## src/rtl/blm_pkg.sv

```systemverilog
package blm_pkg;

  // Default group size for one averaged reading.
  localparam int SAMPLES_PER_READING_DEF = 16;

  // Item kinds carried in the opcode field.
  localparam logic OP_TICK   = 1'b0;
  localparam logic OP_SAMPLE = 1'b1;

  // Configuration register indexes.
  typedef enum logic [2:0] {
    CFG_DIVIDER_FACTOR = 3'd0,
    CFG_SHUTDOWN_MV    = 3'd1,
    CFG_CRITICAL_MV    = 3'd2,
    CFG_LOW_MV         = 3'd3,
    CFG_GOOD_MV        = 3'd4,
    CFG_WARN_INTERVAL  = 3'd5
  } cfg_index_e;

  // Configuration reset values.
  localparam logic [11:0] DIVIDER_FACTOR_RST = 12'd512;
  localparam logic [15:0] SHUTDOWN_MV_RST    = 16'd3000;
  localparam logic [15:0] CRITICAL_MV_RST    = 16'd3300;
  localparam logic [15:0] LOW_MV_RST         = 16'd3500;
  localparam logic [15:0] GOOD_MV_RST        = 16'd3900;
  localparam logic [23:0] WARN_INTERVAL_RST  = 24'd60000;

  typedef enum logic [2:0] {
    LVL_SHUTDOWN = 3'd0,
    LVL_CRITICAL = 3'd1,
    LVL_LOW      = 3'd2,
    LVL_GOOD     = 3'd3,
    LVL_FULL     = 3'd4
  } level_e;

  typedef struct packed {
    logic        opcode;
    logic [11:0] sample_mv;
  } item_t;

  typedef struct packed {
    logic [15:0] voltage_mv;
    logic [6:0]  charge_percent;
    logic [2:0]  level_code;
    logic        warning;
    logic        reading_done;
  } result_t;

  typedef enum logic [2:0] {
    ST_IDLE,
    ST_EXEC,
    ST_DIV_MUL,
    ST_DIV_FIX,
    ST_SCALE,
    ST_FINISH,
    ST_EMIT
  } state_e;

  // Commands from the controller to the datapath.
  typedef struct packed {
    logic load_item;
    logic exec;
    logic div_mul;
    logic div_fix;
    logic scale;
    logic finish;
    logic emit;
  } cmd_t;

  // Status from the datapath to the controller.
  typedef struct packed {
    logic reading;
  } status_t;

endpackage

```

## src/rtl/battery_level_monitor_core.sv

```systemverilog
// A tick, or a sample that does not close a group, goes from acceptance through
// the exec step to its result; a group-closing sample also runs the divide,
// scale and finish steps, shared and run in turn by the controller. An item is
// accepted only while idle, so a new item waits until the last result is loaded.
// Reset (rst, synchronous): thresholds, gain and interval return to defaults,
// the running sum, counters and readings clear, and the level reads full.
module battery_level_monitor_core #(
  parameter int SAMPLES_PER_READING = blm_pkg::SAMPLES_PER_READING_DEF
) (
  input  logic             clk,
  input  logic             rst,
  // Input items: a millisecond tick or one ADC sample.
  input  logic             in_valid,
  output logic             in_ready,
  input  blm_pkg::item_t   in_item,
  // Result items: exactly one per input item.
  output logic             out_valid,
  input  logic             out_ready,
  output blm_pkg::result_t out_result,
  // Configuration writes, always ready; the sender issues them only while no
  // item is in flight.
  input  logic             cfg_valid,
  output logic             cfg_ready,
  input  logic [2:0]       cfg_index,
  input  logic [23:0]      cfg_data
);

  // The controller sequences each item through the datapath. An item is
  // accepted only in the idle state, but the output register lets the next
  // item be accepted while the previous result still waits downstream.
  blm_pkg::cmd_t    cmd;
  blm_pkg::status_t status;

  blm_controller u_ctrl (
    .clk       (clk),
    .rst       (rst),
    .in_valid  (in_valid),
    .in_ready  (in_ready),
    .out_valid (out_valid),
    .out_ready (out_ready),
    .status    (status),
    .cmd       (cmd)
  );

  // The datapath holds the configuration, the running average state, the
  // reciprocal divider, the gain multiply, the charge curve and the level
  // compares, plus the output register.
  blm_datapath #(
    .SAMPLES_PER_READING (SAMPLES_PER_READING)
  ) u_dp (
    .clk        (clk),
    .rst        (rst),
    .in_item    (in_item),
    .cmd        (cmd),
    .status     (status),
    .out_result (out_result),
    .cfg_valid  (cfg_valid),
    .cfg_ready  (cfg_ready),
    .cfg_index  (cfg_index),
    .cfg_data   (cfg_data)
  );

endmodule

```

## src/rtl/blm_datapath.sv

```systemverilog
module blm_datapath #(
  parameter int SAMPLES_PER_READING = blm_pkg::SAMPLES_PER_READING_DEF
) (
  input  logic             clk,
  input  logic             rst,
  input  blm_pkg::item_t   in_item,
  input  blm_pkg::cmd_t    cmd,
  output blm_pkg::status_t status,
  output blm_pkg::result_t out_result,
  input  logic             cfg_valid,
  output logic             cfg_ready,
  input  logic [2:0]       cfg_index,
  input  logic [23:0]      cfg_data
);

  // Averaging divides by a constant: multiply by a floor reciprocal, then one
  // correction step. The estimate is at most one low for any 16-bit sum.
  localparam int DIV_SHIFT = 20;
  localparam int PROD_W    = DIV_SHIFT + 17;
  localparam logic [DIV_SHIFT:0] DIV_RECIP =
    (DIV_SHIFT + 1)'((1 << DIV_SHIFT) / SAMPLES_PER_READING);
  localparam logic [4:0]  GROUP_LEN  = 5'(SAMPLES_PER_READING);
  localparam logic [15:0] GROUP_LEN16 = 16'(SAMPLES_PER_READING);

  // LiPo curve break points.
  localparam logic [15:0] V_TOP  = 16'd4200;
  localparam logic [15:0] V_KNEE = 16'd4000;
  localparam logic [15:0] V_MID  = 16'd3700;
  localparam logic [15:0] V_LOW  = 16'd3500;
  localparam logic [15:0] V_BOT  = 16'd3000;

  // Piecewise-linear charge curve; segment divides are reciprocal multiplies
  // that are exact over each segment's span.
  function automatic logic [6:0] charge_of(input logic [15:0] v);
    logic [8:0]  x;
    logic [17:0] p;
    logic [6:0]  c;
    x = '0;
    p = '0;
    c = '0;
    if (v >= V_TOP) begin
      c = 7'd100;
    end else if (v <= V_BOT) begin
      c = 7'd0;
    end else if (v >= V_KNEE) begin
      x = 9'(v - V_KNEE);
      p = 18'(x) * 18'd205;
      c = 7'd80 + 7'(p >> 11);
    end else if (v >= V_MID) begin
      x = 9'(v - V_MID);
      p = 18'(x) * 18'd171;
      c = 7'd30 + 7'(p >> 10);
    end else if (v >= V_LOW) begin
      x = 9'(v - V_LOW);
      p = 18'(x) * 18'd205;
      c = 7'd10 + 7'(p >> 11);
    end else begin
      x = 9'(v - V_BOT);
      p = 18'(x) * 18'd41;
      c = 7'(p >> 11);
    end
    return c;
  endfunction

  // Configuration registers.
  logic [11:0] divider_factor;
  logic [15:0] shutdown_mv;
  logic [15:0] critical_mv;
  logic [15:0] low_mv;
  logic [15:0] good_mv;
  logic [23:0] warn_interval;

  // Block state.
  logic [15:0]     sample_sum;
  logic [3:0]      sample_count;
  logic [15:0]     voltage_reg;
  logic [6:0]      percent_reg;
  blm_pkg::level_e level_reg;
  logic [23:0]     since_warning;

  // Item and working registers.
  logic              op_q;
  logic [11:0]       sample_q;
  logic              warn_q;
  logic              done_q;
  logic [15:0]       dividend;
  logic [15:0]       quot_est;
  logic [15:0]       avg;
  logic [27:0]       scale_prod;

  // Combinational terms.
  logic [15:0]       sum_add;
  logic [4:0]        count_inc;
  logic              reading;
  logic [23:0]       since_inc;
  logic              warn_c;
  logic [PROD_W-1:0] div_prod;
  logic [15:0]       div_rem;
  logic [19:0]       scaled_wide;
  logic [15:0]       scaled;
  blm_pkg::level_e   level_c;

  assign cfg_ready = 1'b1;

  always_ff @(posedge clk) begin
    if (rst) begin
      divider_factor <= blm_pkg::DIVIDER_FACTOR_RST;
      shutdown_mv    <= blm_pkg::SHUTDOWN_MV_RST;
      critical_mv    <= blm_pkg::CRITICAL_MV_RST;
      low_mv         <= blm_pkg::LOW_MV_RST;
      good_mv        <= blm_pkg::GOOD_MV_RST;
      warn_interval  <= blm_pkg::WARN_INTERVAL_RST;
    end else if (cfg_valid && cfg_ready) begin
      case (cfg_index)
        blm_pkg::CFG_DIVIDER_FACTOR: divider_factor <= cfg_data[11:0];
        blm_pkg::CFG_SHUTDOWN_MV:    shutdown_mv    <= cfg_data[15:0];
        blm_pkg::CFG_CRITICAL_MV:    critical_mv    <= cfg_data[15:0];
        blm_pkg::CFG_LOW_MV:         low_mv         <= cfg_data[15:0];
        blm_pkg::CFG_GOOD_MV:        good_mv        <= cfg_data[15:0];
        blm_pkg::CFG_WARN_INTERVAL:  warn_interval  <= cfg_data;
        default: ;
      endcase
    end
  end

  always_comb begin
    sum_add   = sample_sum + {4'b0, sample_q};
    count_inc = {1'b0, sample_count} + 5'd1;
    reading   = (op_q == blm_pkg::OP_SAMPLE) && (count_inc >= GROUP_LEN);
    since_inc = (since_warning == 24'hFFFFFF) ? since_warning : since_warning + 24'd1;
    warn_c    = (op_q == blm_pkg::OP_TICK) &&
                ((level_reg == blm_pkg::LVL_LOW) || (level_reg == blm_pkg::LVL_CRITICAL)) &&
                (since_inc >= warn_interval);
    div_prod  = PROD_W'(dividend) * PROD_W'(DIV_RECIP);
    div_rem   = dividend - 16'(quot_est * GROUP_LEN16);
    scaled_wide = scale_prod[27:8];
    scaled    = (|scaled_wide[19:16]) ? 16'hFFFF : scaled_wide[15:0];
    if (scaled < shutdown_mv) begin
      level_c = blm_pkg::LVL_SHUTDOWN;
    end else if (scaled < critical_mv) begin
      level_c = blm_pkg::LVL_CRITICAL;
    end else if (scaled < low_mv) begin
      level_c = blm_pkg::LVL_LOW;
    end else if (scaled < good_mv) begin
      level_c = blm_pkg::LVL_GOOD;
    end else begin
      level_c = blm_pkg::LVL_FULL;
    end
  end

  assign status.reading = reading;

  // Stored state with a reset value.
  always_ff @(posedge clk) begin
    if (rst) begin
      sample_sum    <= '0;
      sample_count  <= '0;
      voltage_reg   <= '0;
      percent_reg   <= '0;
      level_reg     <= blm_pkg::LVL_FULL;
      since_warning <= '0;
    end else begin
      if (cmd.exec) begin
        if (op_q == blm_pkg::OP_SAMPLE) begin
          if (reading) begin
            sample_sum   <= '0;
            sample_count <= '0;
          end else begin
            sample_sum   <= sum_add;
            sample_count <= count_inc[3:0];
          end
        end else begin
          since_warning <= warn_c ? 24'd0 : since_inc;
        end
      end
      if (cmd.finish) begin
        voltage_reg <= scaled;
        percent_reg <= charge_of(scaled);
        level_reg   <= level_c;
      end
    end
  end

  // Payload and working registers.
  always_ff @(posedge clk) begin
    if (cmd.load_item) begin
      op_q     <= in_item.opcode;
      sample_q <= in_item.sample_mv;
    end
    if (cmd.exec) begin
      warn_q   <= warn_c;
      done_q   <= reading;
      dividend <= sum_add;
    end
    if (cmd.div_mul) begin
      quot_est <= div_prod[DIV_SHIFT +: 16];
    end
    if (cmd.div_fix) begin
      avg <= (div_rem >= GROUP_LEN16) ? quot_est + 16'd1 : quot_est;
    end
    if (cmd.scale) begin
      scale_prod <= 28'(avg) * 28'(divider_factor);
    end
    if (cmd.emit) begin
      out_result.voltage_mv     <= voltage_reg;
      out_result.charge_percent <= percent_reg;
      out_result.level_code     <= level_reg;
      out_result.warning        <= cmd.exec ? warn_c : warn_q;
      out_result.reading_done   <= cmd.exec ? 1'b0 : done_q;
    end
  end

endmodule

```

## src/rtl/blm_controller.sv

```systemverilog
module blm_controller (
  input  logic             clk,
  input  logic             rst,
  input  logic             in_valid,
  output logic             in_ready,
  output logic             out_valid,
  input  logic             out_ready,
  input  blm_pkg::status_t status,
  output blm_pkg::cmd_t    cmd
);

  blm_pkg::state_e state;
  blm_pkg::state_e state_next;
  logic            out_free;

  assign out_free = !out_valid || out_ready;

  always_ff @(posedge clk) begin
    if (rst) begin
      state     <= blm_pkg::ST_IDLE;
      out_valid <= 1'b0;
    end else begin
      state <= state_next;
      if (cmd.emit) begin
        out_valid <= 1'b1;
      end else if (out_ready) begin
        out_valid <= 1'b0;
      end
    end
  end

  always_comb begin
    state_next = state;
    case (state)
      blm_pkg::ST_IDLE: begin
        if (in_valid) state_next = blm_pkg::ST_EXEC;
      end
      blm_pkg::ST_EXEC: begin
        if (status.reading) begin
          state_next = blm_pkg::ST_DIV_MUL;
        end else if (out_free) begin
          state_next = blm_pkg::ST_IDLE;
        end else begin
          state_next = blm_pkg::ST_EMIT;
        end
      end
      blm_pkg::ST_DIV_MUL: state_next = blm_pkg::ST_DIV_FIX;
      blm_pkg::ST_DIV_FIX: state_next = blm_pkg::ST_SCALE;
      blm_pkg::ST_SCALE:   state_next = blm_pkg::ST_FINISH;
      blm_pkg::ST_FINISH:  state_next = blm_pkg::ST_EMIT;
      blm_pkg::ST_EMIT: begin
        if (out_free) state_next = blm_pkg::ST_IDLE;
      end
      default: state_next = blm_pkg::ST_IDLE;
    endcase
  end

  always_comb begin
    in_ready      = (state == blm_pkg::ST_IDLE);
    cmd           = '0;
    cmd.load_item = in_valid && in_ready;
    case (state)
      blm_pkg::ST_EXEC: begin
        cmd.exec = 1'b1;
        cmd.emit = !status.reading && out_free;
      end
      blm_pkg::ST_DIV_MUL: cmd.div_mul = 1'b1;
      blm_pkg::ST_DIV_FIX: cmd.div_fix = 1'b1;
      blm_pkg::ST_SCALE:   cmd.scale   = 1'b1;
      blm_pkg::ST_FINISH:  cmd.finish  = 1'b1;
      blm_pkg::ST_EMIT:    cmd.emit    = out_free;
      default: ;
    endcase
  end

`ifndef SYNTHESIS
  a_emit_only_when_free: assert property (@(posedge clk) disable iff (rst)
    cmd.emit |-> (!out_valid || out_ready))
    else $error("result loaded over an untaken result");

  a_accept_starts_exec: assert property (@(posedge clk) disable iff (rst)
    (in_valid && in_ready) |=> (state == blm_pkg::ST_EXEC))
    else $error("accepted item did not start execution");

  a_emit_sets_valid: assert property (@(posedge clk) disable iff (rst)
    cmd.emit |=> out_valid)
    else $error("loaded result not presented");

  a_one_work_step: assert property (@(posedge clk) disable iff (rst)
    $onehot0({cmd.exec, cmd.div_mul, cmd.div_fix, cmd.scale, cmd.finish}))
    else $error("more than one datapath step in a cycle");
`endif

endmodule
```

## config.mk

```make
export PLATFORM = sky130hd
export DESIGN_NAME = battery_level_monitor_core
export DESIGN_NICKNAME = d
export VERILOG_FILES = /design/src/rtl/blm_pkg.sv /design/src/rtl/battery_level_monitor_core.sv /design/src/rtl/blm_datapath.sv /design/src/rtl/blm_controller.sv
export SDC_FILE = /design/constraint.sdc
export NUM_CORES = 1
export LEC_CHECK = 0
export BUFFER_PORTS_ARGS = -buffer_cell sky130_fd_sc_hd__buf_2
export CAP_MARGIN = 20
export CORE_UTILIZATION = 55
export CTS_CLUSTER_DIAMETER = 50
export DETAILED_ROUTE_END_ITERATION = 10
export HOLD_SLACK_MARGIN = 0.06
export PLACE_DENSITY = 0.72
export REMOVE_ABC_BUFFERS = 1
export SYNTH_ARGS = -nofsm -noshare
export SYNTH_HDL_FRONTEND = slang
export SYNTH_SLANG_ARGS = --single-unit
```

## constraint.sdc

```tcl
create_clock -name clk -period 17.2 [get_ports clk]
set_input_delay 0.86 -clock clk [delete_from_list [all_inputs] [get_ports clk]]
set_output_delay 0.86 -clock clk [all_outputs]
set_load 0.1 [all_outputs]
```

Word-level counts from Yosys, hierarchy flattened
Index checks and enable logic that the tools add are counted.
{"block": "totals", "output_inout_bits": 31, "n_memories": 0, "ram_bits": 0, "register_bits": 286, "romBits": 0, "latch_bits": 0, "elab_cells": 125, "in_bits": 45}
{"block": "classes", "n_shift": 0, "n_div": 0, "add_sub_neg": 12, "mux": 29, "n_lt_le_gt_ge": 12, "reduce_logical": 22, "n_bitwise": 1, "multipliers": 5, "n_eq_ne": 16}
{"operator": "16-bit < comparator", "n": 4}
{"operator": "9-bit by 8-bit multiplier with 17-bit output, second input constant", "n": 3}
{"operator": "16-bit by 12-bit >= comparator with 1-bit output, second input constant", "n": 3}
{"operator": "24-bit 2-to-1 mux", "n": 2}
{"operator": "7-bit 2-to-1 mux", "n": 5}
{"operator": "16-bit 2-to-1 mux", "n": 2}
{"operator": "9-bit subtractor, second input constant", "n": 3}
{"operator": "13-bit by 12-bit multiplier with 25-bit output", "n": 1}
{"operator": "24-bit by 1-bit adder with 24-bit output, second input constant", "n": 1}
{"operator": "24-bit equality test, second input constant", "n": 1}
{"operator": "24-bit >= comparator", "n": 1}
{"operator": "3-bit 2-to-1 mux", "n": 8}
{"operator": "3-bit case mux with 7 select lines", "n": 1}
{"operator": "2-bit AND reduction", "n": 9}
{"operator": "16-bit by 12-bit adder with 16-bit output", "n": 1}
{"operator": "16-bit by 13-bit >= comparator with 1-bit output, second input constant", "n": 1}
{"operator": "16-bit by 5-bit >= comparator with 1-bit output, second input constant", "n": 1}
{"operator": "16-bit by 12-bit less-or-equal comparator with 1-bit output, second input constant", "n": 1}
{"operator": "16-bit subtractor", "n": 1}
{"operator": "3-bit by 2-bit equality test with 1-bit output, second input constant", "n": 5}
{"operator": "3-bit equality test, second input constant", "n": 5}
{"operator": "9-bit by 6-bit multiplier with 15-bit output, second input constant", "n": 1}
{"operator": "12-bit by 1-bit adder with 13-bit output, second input constant", "n": 1}
{"operator": "12-bit 2-to-1 mux", "n": 1}
{"operator": "other kinds (19)", "n": 35}

Longest topological paths before layout
Gate-level depths: netlist of the first run.
{"block": "depth", "ltp_word": 10, "ltp_mapped": 29, "mapped_depth_nobuf": 27}

Modules after synthesis
Synthesis of the first run repeated with hierarchy kept, for this count alone.
{"block": "unflattened", "cells_unflattened": 2537, "hier_area_um2": 22938.2}
{"mod": "blm_datapath", "n_inst": 1, "cells_each": 2505, "seq_area_each_um2": 6306.0, "area_per_inst_um2": 22668.0}
{"mod": "blm_controller", "n_inst": 1, "cells_each": 32, "seq_area_each_um2": 80.1, "area_per_inst_um2": 270.3}

Worst setup path before layout of the first run
No wires, ideal clock.
{"block": "synth_timing", "kind": "flip-flop to flip-flop", "startpoint": "register u_dp.scale_prod[24]", "endpoint": "register u_dp.percent_reg[5]", "stages_incl_launch_ff": 27, "arrival_time_ps": 6486, "path_buffers": 2, "slack_ps": 10640, "synth_period_minus_slack_ps": 6560, "setup_ps": 74, "required_time_ps": 17126, "path_cell_list": "edfxtp_1 -> buf_2 -> clkbuf_1 -> nor2_1 -> inv_1 -> ha_1 -> a21o_1 -> a21oi_1 -> mux2i_1 -> xnor2_1 -> fa_1 -> inv_1 -> fa_1 -> fa_1 -> inv_1 -> ha_1 -> nand3_1 -> or2_2 -> o2111a_1 -> xnor2_1 -> ha_1 -> nor3_1 -> a31oi_1 -> o32a_1 -> o22ai_1 -> mux2_2 -> o21ai_0"}
{"block": "synth_between", "elab_chain_len": 10, "elab_cells_between_ends": 21, "classes_between": "add/sub (6); mul (3); order compare (5); mux (6); reduce/logical (1)"}
{"item": "start, declared", "line": "blm_datapath.sv:89", "rtl": "logic [27:0] scale_prod;"}
{"item": "start signal, assigned", "line": "blm_datapath.sv:202", "rtl": "scale_prod <= 28'(avg) * 28'(divider_factor);"}
{"item": "4-bit OR reduction (*)", "line": "blm_datapath.sv:137", "rtl": "scaled = (|scaled_wide[19:16]) ? 16'hFFFF : scaled_wide[15:0];"}
{"item": "16-bit 2-to-1 mux (*)", "line": "blm_datapath.sv:137"}
{"item": "via u_dp.scaled[3]", "line": "blm_datapath.sv:100", "rtl": "logic [15:0] scaled;"}
{"item": "9-bit subtractor", "line": "blm_datapath.sv:54", "rtl": "x = 9'(v - V_LOW);"}
{"item": "9-bit by 8-bit multiplier with 17-bit output", "line": "blm_datapath.sv:55", "rtl": "p = 18'(x) * 18'd205;"}
{"item": "4-bit by 6-bit adder with 7-bit output", "line": "blm_datapath.sv:56", "rtl": "c = 7'd10 + 7'(p >> 11);"}
{"item": "7-bit 2-to-1 mux", "line": "blm_datapath.sv:53", "rtl": "end else if (v >= V_LOW) begin"}
{"item": "7-bit 2-to-1 mux", "line": "blm_datapath.sv:49", "rtl": "end else if (v >= V_MID) begin"}
{"item": "7-bit 2-to-1 mux", "line": "blm_datapath.sv:45", "rtl": "end else if (v >= V_KNEE) begin"}
{"item": "7-bit 2-to-1 mux", "line": "blm_datapath.sv:43", "rtl": "end else if (v <= V_BOT) begin"}
{"item": "7-bit 2-to-1 mux (*)", "line": "blm_datapath.sv:41", "rtl": "if (v >= V_TOP) begin"}
{"item": "end signal, assigned", "line": "blm_datapath.sv:178", "rtl": "percent_reg <= charge_of(scaled);"}
{"item": "end, declared", "line": "blm_datapath.sv:77", "rtl": "logic [6:0] percent_reg;"}
Mark *: on every way through the listed nets, which the timed path passes. The rest lies on a longest branch.
A chain may end at the register's enable or synchronous reset.

Worst setup path after layout of the first run
Ends and elaborated chain as after synthesis.

==> impl_metrics.ini, run 1 <==
[timing]
final.setup.worst_slack_ns = 9.908
finalCritPeriodShare_pct = 42.39
final-hold-violation-count = 0
worst_clock_skew_ns = 0.01422
transition_time_of_the_tightest_slew_check_pin_ns = 1.142
rsz_0062_raised_after_global_routing = false
fin_tns_setup_ns = 0
layout_min_cycle_time_ns = 7.292
clock.fmax_mhz = 137.1
timing.final.max_slew_violations = 0
setup_violations = 0
relSlewSlack_pct = 22.88

[worst_setup_path]
setup.worst_path.class = flop to flop
crit_path_end = u_dp.percent_reg[5]$_SDFFE_PP0N_
crit_path_start_kind = flop
timing.critical_path.slowest_cell_delay_ns = 0.59
crit_start = u_dp.scale_prod[24]$_DFFE_PP_
reg2reg_from = u_dp.scale_prod[24]$_DFFE_PP_
timing.critical_path.arrival_ns = 7.77
critical_path.cell_chain = buf_4 > nor2_1 > inv_1 > ha_1 > a21o_1 > a21oi_1 > mux2i_1 > xnor2_1 > fa_1 > inv_1 > fa_1 > fa_1 > inv_1 > ha_1 > nand3_1 > or2_2 > o211a_1 > o311ai_0 > o21ai_0 > xnor2_1 > o22ai_1 > mux2_2 > o21ai_0
worstSetupPathDepth = 23
timing.critical_path.to_type = flop
timing.critical_path.fanout_max = 31
cp_slowest_cell = o311ai_0
critical-path-top-delay-family = adder cells
critical_path.reg2reg.endpoint = u_dp.percent_reg[5]$_SDFFE_PP0N_
timing.reg2reg.worst_path_depth = 23
timing.reg2reg.setup_slack_ns = 9.91
buffer_and_inverter_count_on_the_worst_path = 4
critical_path_required_ns = 17.68

[global_route]
first_global_vias = 18210
grt_most_used_layer = met2
use_met3_pct = 4.050
globalRouteMet2Util_pct = 46.32
grt_start_max_net_pins = 91
met1_usage_pct = 33.49
grt_antenna_before_repair = 1
first_pass_grt_wire_length_mm = 90.66
grt_use_total_pct = 26.91
grt_overflow_total = 0

[logic_synthesis]
async_flop_share_pct = 0
ys_seq_elements = 271
mappedNetlistArea_mm2 = 0.02307
synth_area_leader_cell = ha_1
syn_inst = 2602
number_of_warnings_issued_by_yosys = 0
post-synth-top-area-fraction_pct = 17.79
synth-edff-count = 96
yosys.area_share.xor_xnor_pct = 4.441
synthesized_area_fraction_occupied_by_ao_oa_aoi_and_oai_cells_pct = 11.66
synth-simple-area-share_pct = 17.03
yosysUniqueCellTypes = 82
ys_dominant_reg_cell = dfxtp_1
syn-mean-instance-area_um2 = 8.867
synth_seq_area_share_pct = 27.68
synth_common_cells = 384 x nand2_1, 365 x inv_1, 328 x ha_1, 175 x dfxtp_1, 160 x nor2_1
largest_family_of_logic_cells_by_synthesized_area = adder cells
synth_mux_area_share_pct = 0.3254
yosysMostFrequentCell = nand2_1
synth.area.top_cells = ha_1 18%, dfxtp_1 15%, fa_1 14%
synth-adder-area-share_pct = 31.45

[layout]
finish.cell_count_without_fillers = 3203
syn_to_final_growth_pct = 8.905
final_layout_size_suffix_gt1_share_pct = 6.627
antenna-diode-count = 0
register_with_the_most_flip_flops = u_dp.out_result
largest_register_ff_count = 28
registers_with_the_most_flip_flops = u_dp.out_result: 28 flops, u_dp.since_warning: 24 flops, u_dp.warn_interval: 24 flops
post_route_core_utilization_pct = 61.12
fin_nets = 3173

[placed_design]
post-dp-hpwl_mm = 43.41
detailedPlace.worstSlack_ns = 9.939
placement.io_buffers = 74
placedCellCount = 3136
gpl.final_weighted_congestion = 0.9172

[floorplanning]
placement_rows = 74
starting_utilization_of_the_core_area_pct = 56.12
dieHeight_um = 206.8
io_pins = 76
die_area_mm2 = 0.04277
floorplan.die.width_um = 206.8
core_area_mm2 = 0.04111

[clock_network]
cts.path.max_buffers = 3
cts_root_buffer = clkbuf_16
cts_buffers = 35
clk_transition_reported_paths_ns = 0.06
cts.repair_timing.setup_buffer_count = 0
cts_max_level = 2
clkSinkCount = 271
clock_tree_from_tritoncts = built
ctsHoldBuffers = 0
insertion_delay_ns = 0.55
postcts_resize_cnt = 0

[drt]
route.detailed.vias_per_inst = 5.649
ant_nets = 0
wl_mm = 56.29
num_vias = 18090
wire_per_inst_um = 17.57
drt_first_pass_iters = 7
drcViolationCount = 0
drc_marker_count_from_the_first_detailed_route_iteration = 1037

[pwr]
leakage_power_nw = 11.55
total_power_mw = 2.022
vdd.ir_drop.worst_uv = 96.95
powerDensity_mw_per_mm2 = 80.46

[worst_hold_path]
timing.hold.worst.class = flop to flop

[flow_run]
drv_cap = 0

[outcome]
status = completed
placed cells by master, fill, tap and decap left out, types with 18 or more instances in the layout:
cell type / n
nor2_1: 159
clkbuf_16: 36
nand2_1: 384
dfxtp_1: 175
and2_1: 52
a21oi_1: 157
nor3_1: 46
inv_1: 365
o21ai_0: 58
a211o_1: 19
fa_1: 156
buf_2: 73
a31oi_1: 18
nand2b_1: 20
xnor2_1: 87
edfxtp_1: 96
nand4_1: 23
ha_1: 328
nand3b_1: 24
xor2_1: 30
nor2b_1: 25
a21o_1: 26
a211oi_1: 19
nand3_1: 52
final cells by class:
cell class | instances | area (um2)
inverters | 365 | 1370
clock buffers | 51 | 1037
fillers | 3521 | 15980
repair buffers | 92 | 524.3
multi-input cells | 1879 | 15010
flip-flops and latches | 271 | 6386
clock inverters | 13 | 137.6
well taps | 532 | 665.6
cell families (layout without fill, tap and decap cells):
kind of cell / Yosys count / after routing
AND/OR/NAND/NOR: 852 / 852
XOR/XNOR: 117 / 117
flip-flops: 271 / 271
multiplexers: 7 / 7
adder cells (fa/ha/maj): 487 / 487
buffers and inverters: 452 / 521
other: 1 / 1
AO/OA/AOI/OAI: 415 / 415
worst register-to-register path: cells and delay by family (launching register included):
kind                     cells  cell delay [ns]
flip-flops                   1             0.35
adder cells (fa/ha/maj)      5             2.22
XOR/XNOR                     2             0.40
AND/OR/NAND/NOR              3             1.01
AO/OA/AOI/OAI                7             1.61
multiplexers                 2             0.93
buffers and inverters        4             0.71
layer usage:
| metal | share of wire [%] | wire (um) |
|---|---|---|
| met5 | 0.018 | 10 |
| met4 | 3.6 | 2030 |
| met3 | 4.8 | 2717 |
| met2 | 49 | 27370 |
| met1 | 43 | 24160 |
worst min path at each step:
stage | startpoint | to | slack, ns | depth (start not counted)
floorplan | u_dp.percent_reg[5]$_SDFFE_PP0N_ | u_dp.out_result[10]$_DFFE_PP_ | 0.41 | 0
CTS | u_dp.voltage_reg[15]$_SDFFE_PP0N_ | u_dp.out_result[27]$_DFFE_PP_ | 0.43 | 0
global placement | u_dp.voltage_reg[15]$_SDFFE_PP0N_ | u_dp.out_result[27]$_DFFE_PP_ | 0.42 | 0
detailed placement | u_dp.voltage_reg[15]$_SDFFE_PP0N_ | u_dp.out_result[27]$_DFFE_PP_ | 0.42 | 0
global route | u_dp.voltage_reg[14]$_SDFFE_PP0N_ | u_dp.out_result[26]$_DFFE_PP_ | 0.44 | 0
finish | u_dp.voltage_reg[15]$_SDFFE_PP0N_ | u_dp.out_result[27]$_DFFE_PP_ | 0.43 | 0
power breakdown:
part | leakage, nW | total, mW | switching, mW | internal (mW)
registers | 2.31 | 0.713 | 0.0200 | 0.693
logic | 8.66 | 0.573 | 0.355 | 0.218
clock network | 0.578 | 0.735 | 0.295 | 0.440
total | 11.5 | 2.02 | 0.670 | 1.35
through the flow:
stage | hold slack, ns | cell area (um2)
after floorplan | 0.4082 | 22740
after global placement | 0.4153 | 23910
after detailed placement | 0.4179 | 23920
after CTS | 0.4316 | 25090
after global routing | 0.4422 | 25130
final | 0.4289 | 25130
Power figures use the tool's default switching activity.
==> run 2, diff against run 1 <==
Settings changed: PLACE_DENSITY 0.72 to 0.75.
Clock period 17.2 ns to 6.3 ns, I/O delays scaled along.
==> impl_metrics.ini, run 2 (synthesized netlist as in run 1, its figures left out) <==
[drt]
num_vias = 18540
route.detailed.vias_per_inst = 5.657
drc_marker_count_from_the_first_detailed_route_iteration = 1052
wl_mm = 55.62
drcViolationCount = 2
ant_nets = 0
drt_first_pass_iters = 10
wire_per_inst_um = 16.97

[worst_setup_path]
timing.critical_path.to_type = flop
setup.worst_path.class = flop to flop
critical_path.cell_chain = buf_6 > buf_4 > nor2_2 > buf_4 > inv_1 > ha_1 > a21oi_2 > xnor2_2 > fa_1 > fa_1 > inv_1 > fa_1 > inv_1 > ha_1 > o21ai_0 > o21ai_1 > o221a_4 > o41a_4 > or4_1 > a31o_1 > a2111o_1 > nand2_1
critical_path_required_ns = 6.78
crit_start = u_dp.scale_prod[24]$_DFFE_PP_
timing.critical_path.arrival_ns = 6.61
reg2reg_from = u_dp.scale_prod[24]$_DFFE_PP_
timing.critical_path.fanout_max = 8
crit_path_start_kind = flop
cp_slowest_cell = fa_1
timing.critical_path.slowest_cell_delay_ns = 0.55

[layout]
fin_nets = 3246
final_layout_size_suffix_gt1_share_pct = 8.776
largest_register_ff_count = 28
registers_with_the_most_flip_flops = u_dp.out_result: 28 flops, u_dp.since_warning: 24 flops, u_dp.warn_interval: 24 flops
antenna-diode-count = 0
final.fill_count = 3437
most_common_library_cell_in_the_layout_ignoring_fill_and_taps = nand2_1
sequential_cell_area_mm2 = 0.006386
mostFrequentLayoutCells = 384 x nand2_1, 364 x inv_1, 327 x ha_1, 175 x dfxtp_1, 157 x nor2_1
multiInputGateArea_mm2 = 0.01505
register_with_the_most_flip_flops = u_dp.out_result
syn_to_final_growth_pct = 12.12

[pwr]
powerDensity_mw_per_mm2 = 221.0
vdd.ir_drop.worst_uv = 252.4
total_power_mw = 5.717
leakage_power_nw = 11.95

[worst_hold_path]
timing.hold.worst.class = primary input to flop
min_from = cfg_data[15]

[floorplanning]
placement_rows = 74
io_pins = 76
dieHeight_um = 206.8
floorplan.die.width_um = 206.8
die_area_mm2 = 0.04277
core_area_mm2 = 0.04111
starting_utilization_of_the_core_area_pct = 56.12

[timing]
timing.final.max_slew_violations = 0
finalCritPeriodShare_pct = 97.30
clock.fmax_mhz = 163.1
setup_violations = 0
transition_time_of_the_tightest_slew_check_pin_ns = 1.030
rsz_0062_raised_after_global_routing = true
worst_clock_skew_ns = 0.01827
final-hold-violation-count = 0
relSlewSlack_pct = 31.31
fin_worst_hold_slack_ns = 0.08336
layout_min_cycle_time_ns = 6.130

[clock_network]
clk_transition_reported_paths_ns = 0.06
cts_max_level = 2
cts_buffers = 37
cts.path.max_buffers = 3
insertion_delay_ns = 0.55
clock_tree_from_tritoncts = built
cts_root_buffer = clkbuf_16
clkSinkCount = 271

[placed_design]
gpl.final_weighted_congestion = 1.001
placement.io_buffers = 74
post-dp-hpwl_mm = 43.23

[outcome]
status = complete, but fails checks
failed_checks = DRC

[global_route]
grt_use_total_pct = 26.72
grt_antenna_before_repair = 0
grt_overflow_total = 0
grt_start_max_net_pins = 80
first_pass_grt_wire_length_mm = 91.45
first_global_vias = 18960

[flow_run]
drv_cap = 0
run 2: cell type report:
class                      instances  share of cell area [%]
clock buffer                      51                   4.097
timing repair buffer             163                   4.276
multi-input combinational       1879                   58.19
sequential                       271                   24.69
tap                              532                   2.573
inverter                         365                   5.296
clock inverter                    17                  0.8803
run 2: worst paths after layout:
path                            slack, ns  cells past startpoint                               end
worst max-delay path                 0.17                     22  u_dp.percent_reg[6]$_SDFFE_PP0N_
worst max register to register       0.17                     22  u_dp.percent_reg[6]$_SDFFE_PP0N_
worst min register to register       0.43                      0     u_dp.out_result[24]$_DFFE_PP_
worst min-delay path                 0.08                      3     u_dp.good_mv[15]$_SDFFE_PP0P_
run 2: critical path: cells and delay by family, from the launching register on:
| kind | cells | cell delay, ns |
|---|---|---|
| compound gates | 7 | 1.89 |
| flops | 1 | 0.51 |
| simple gates | 3 | 0.69 |
| fa+ha+maj | 5 | 2.10 |
| xor+xnor | 1 | 0.21 |
| buf+inv | 6 | 0.68 |
run 2: where the power goes:
group | leakage (nW) | internal, mW | total (mW) | switching, mW
clock network | 0.634 | 1.36 | 2.17 | 0.813
logic | 9.00 | 0.634 | 1.60 | 0.970
registers | 2.31 | 1.89 | 1.94 | 0.0500
total | 11.9 | 3.88 | 5.72 | 1.83
run 2: per-stage QoR:
stage	setup slack (ns)	util [%]	TNS, ns	cells	area [um2]
finish	0.1700	62.93	0	3278	25870
global route	-0.05890	62.93	-0.07064	3278	25870
CTS	0.03658	62.67	0	3272	25760
detailed placement	0.04715	58.96	0	3180	24240
global placement	0.2236	58.96	0	3180	24240
floorplan	-0.2289	-	-0.2289	2515	22740
run 2: metal layers:
metal / track usage, % / part of all wire, %
met3: 3.736 / 4.8
met1: 33.27 / 43
met2: 47.40 / 49
met4: 8.916 / 3.0
met5: 0 / 0
run 2: timing repair:
action | in CTS | in global routing
setup endpoints to repair | 0 | 5
endpoints found under the hold margin | 26 | 0
gates resized for setup | 0 | 19
buffers inserted | 0 | 2
hold buffers | 24 | 0
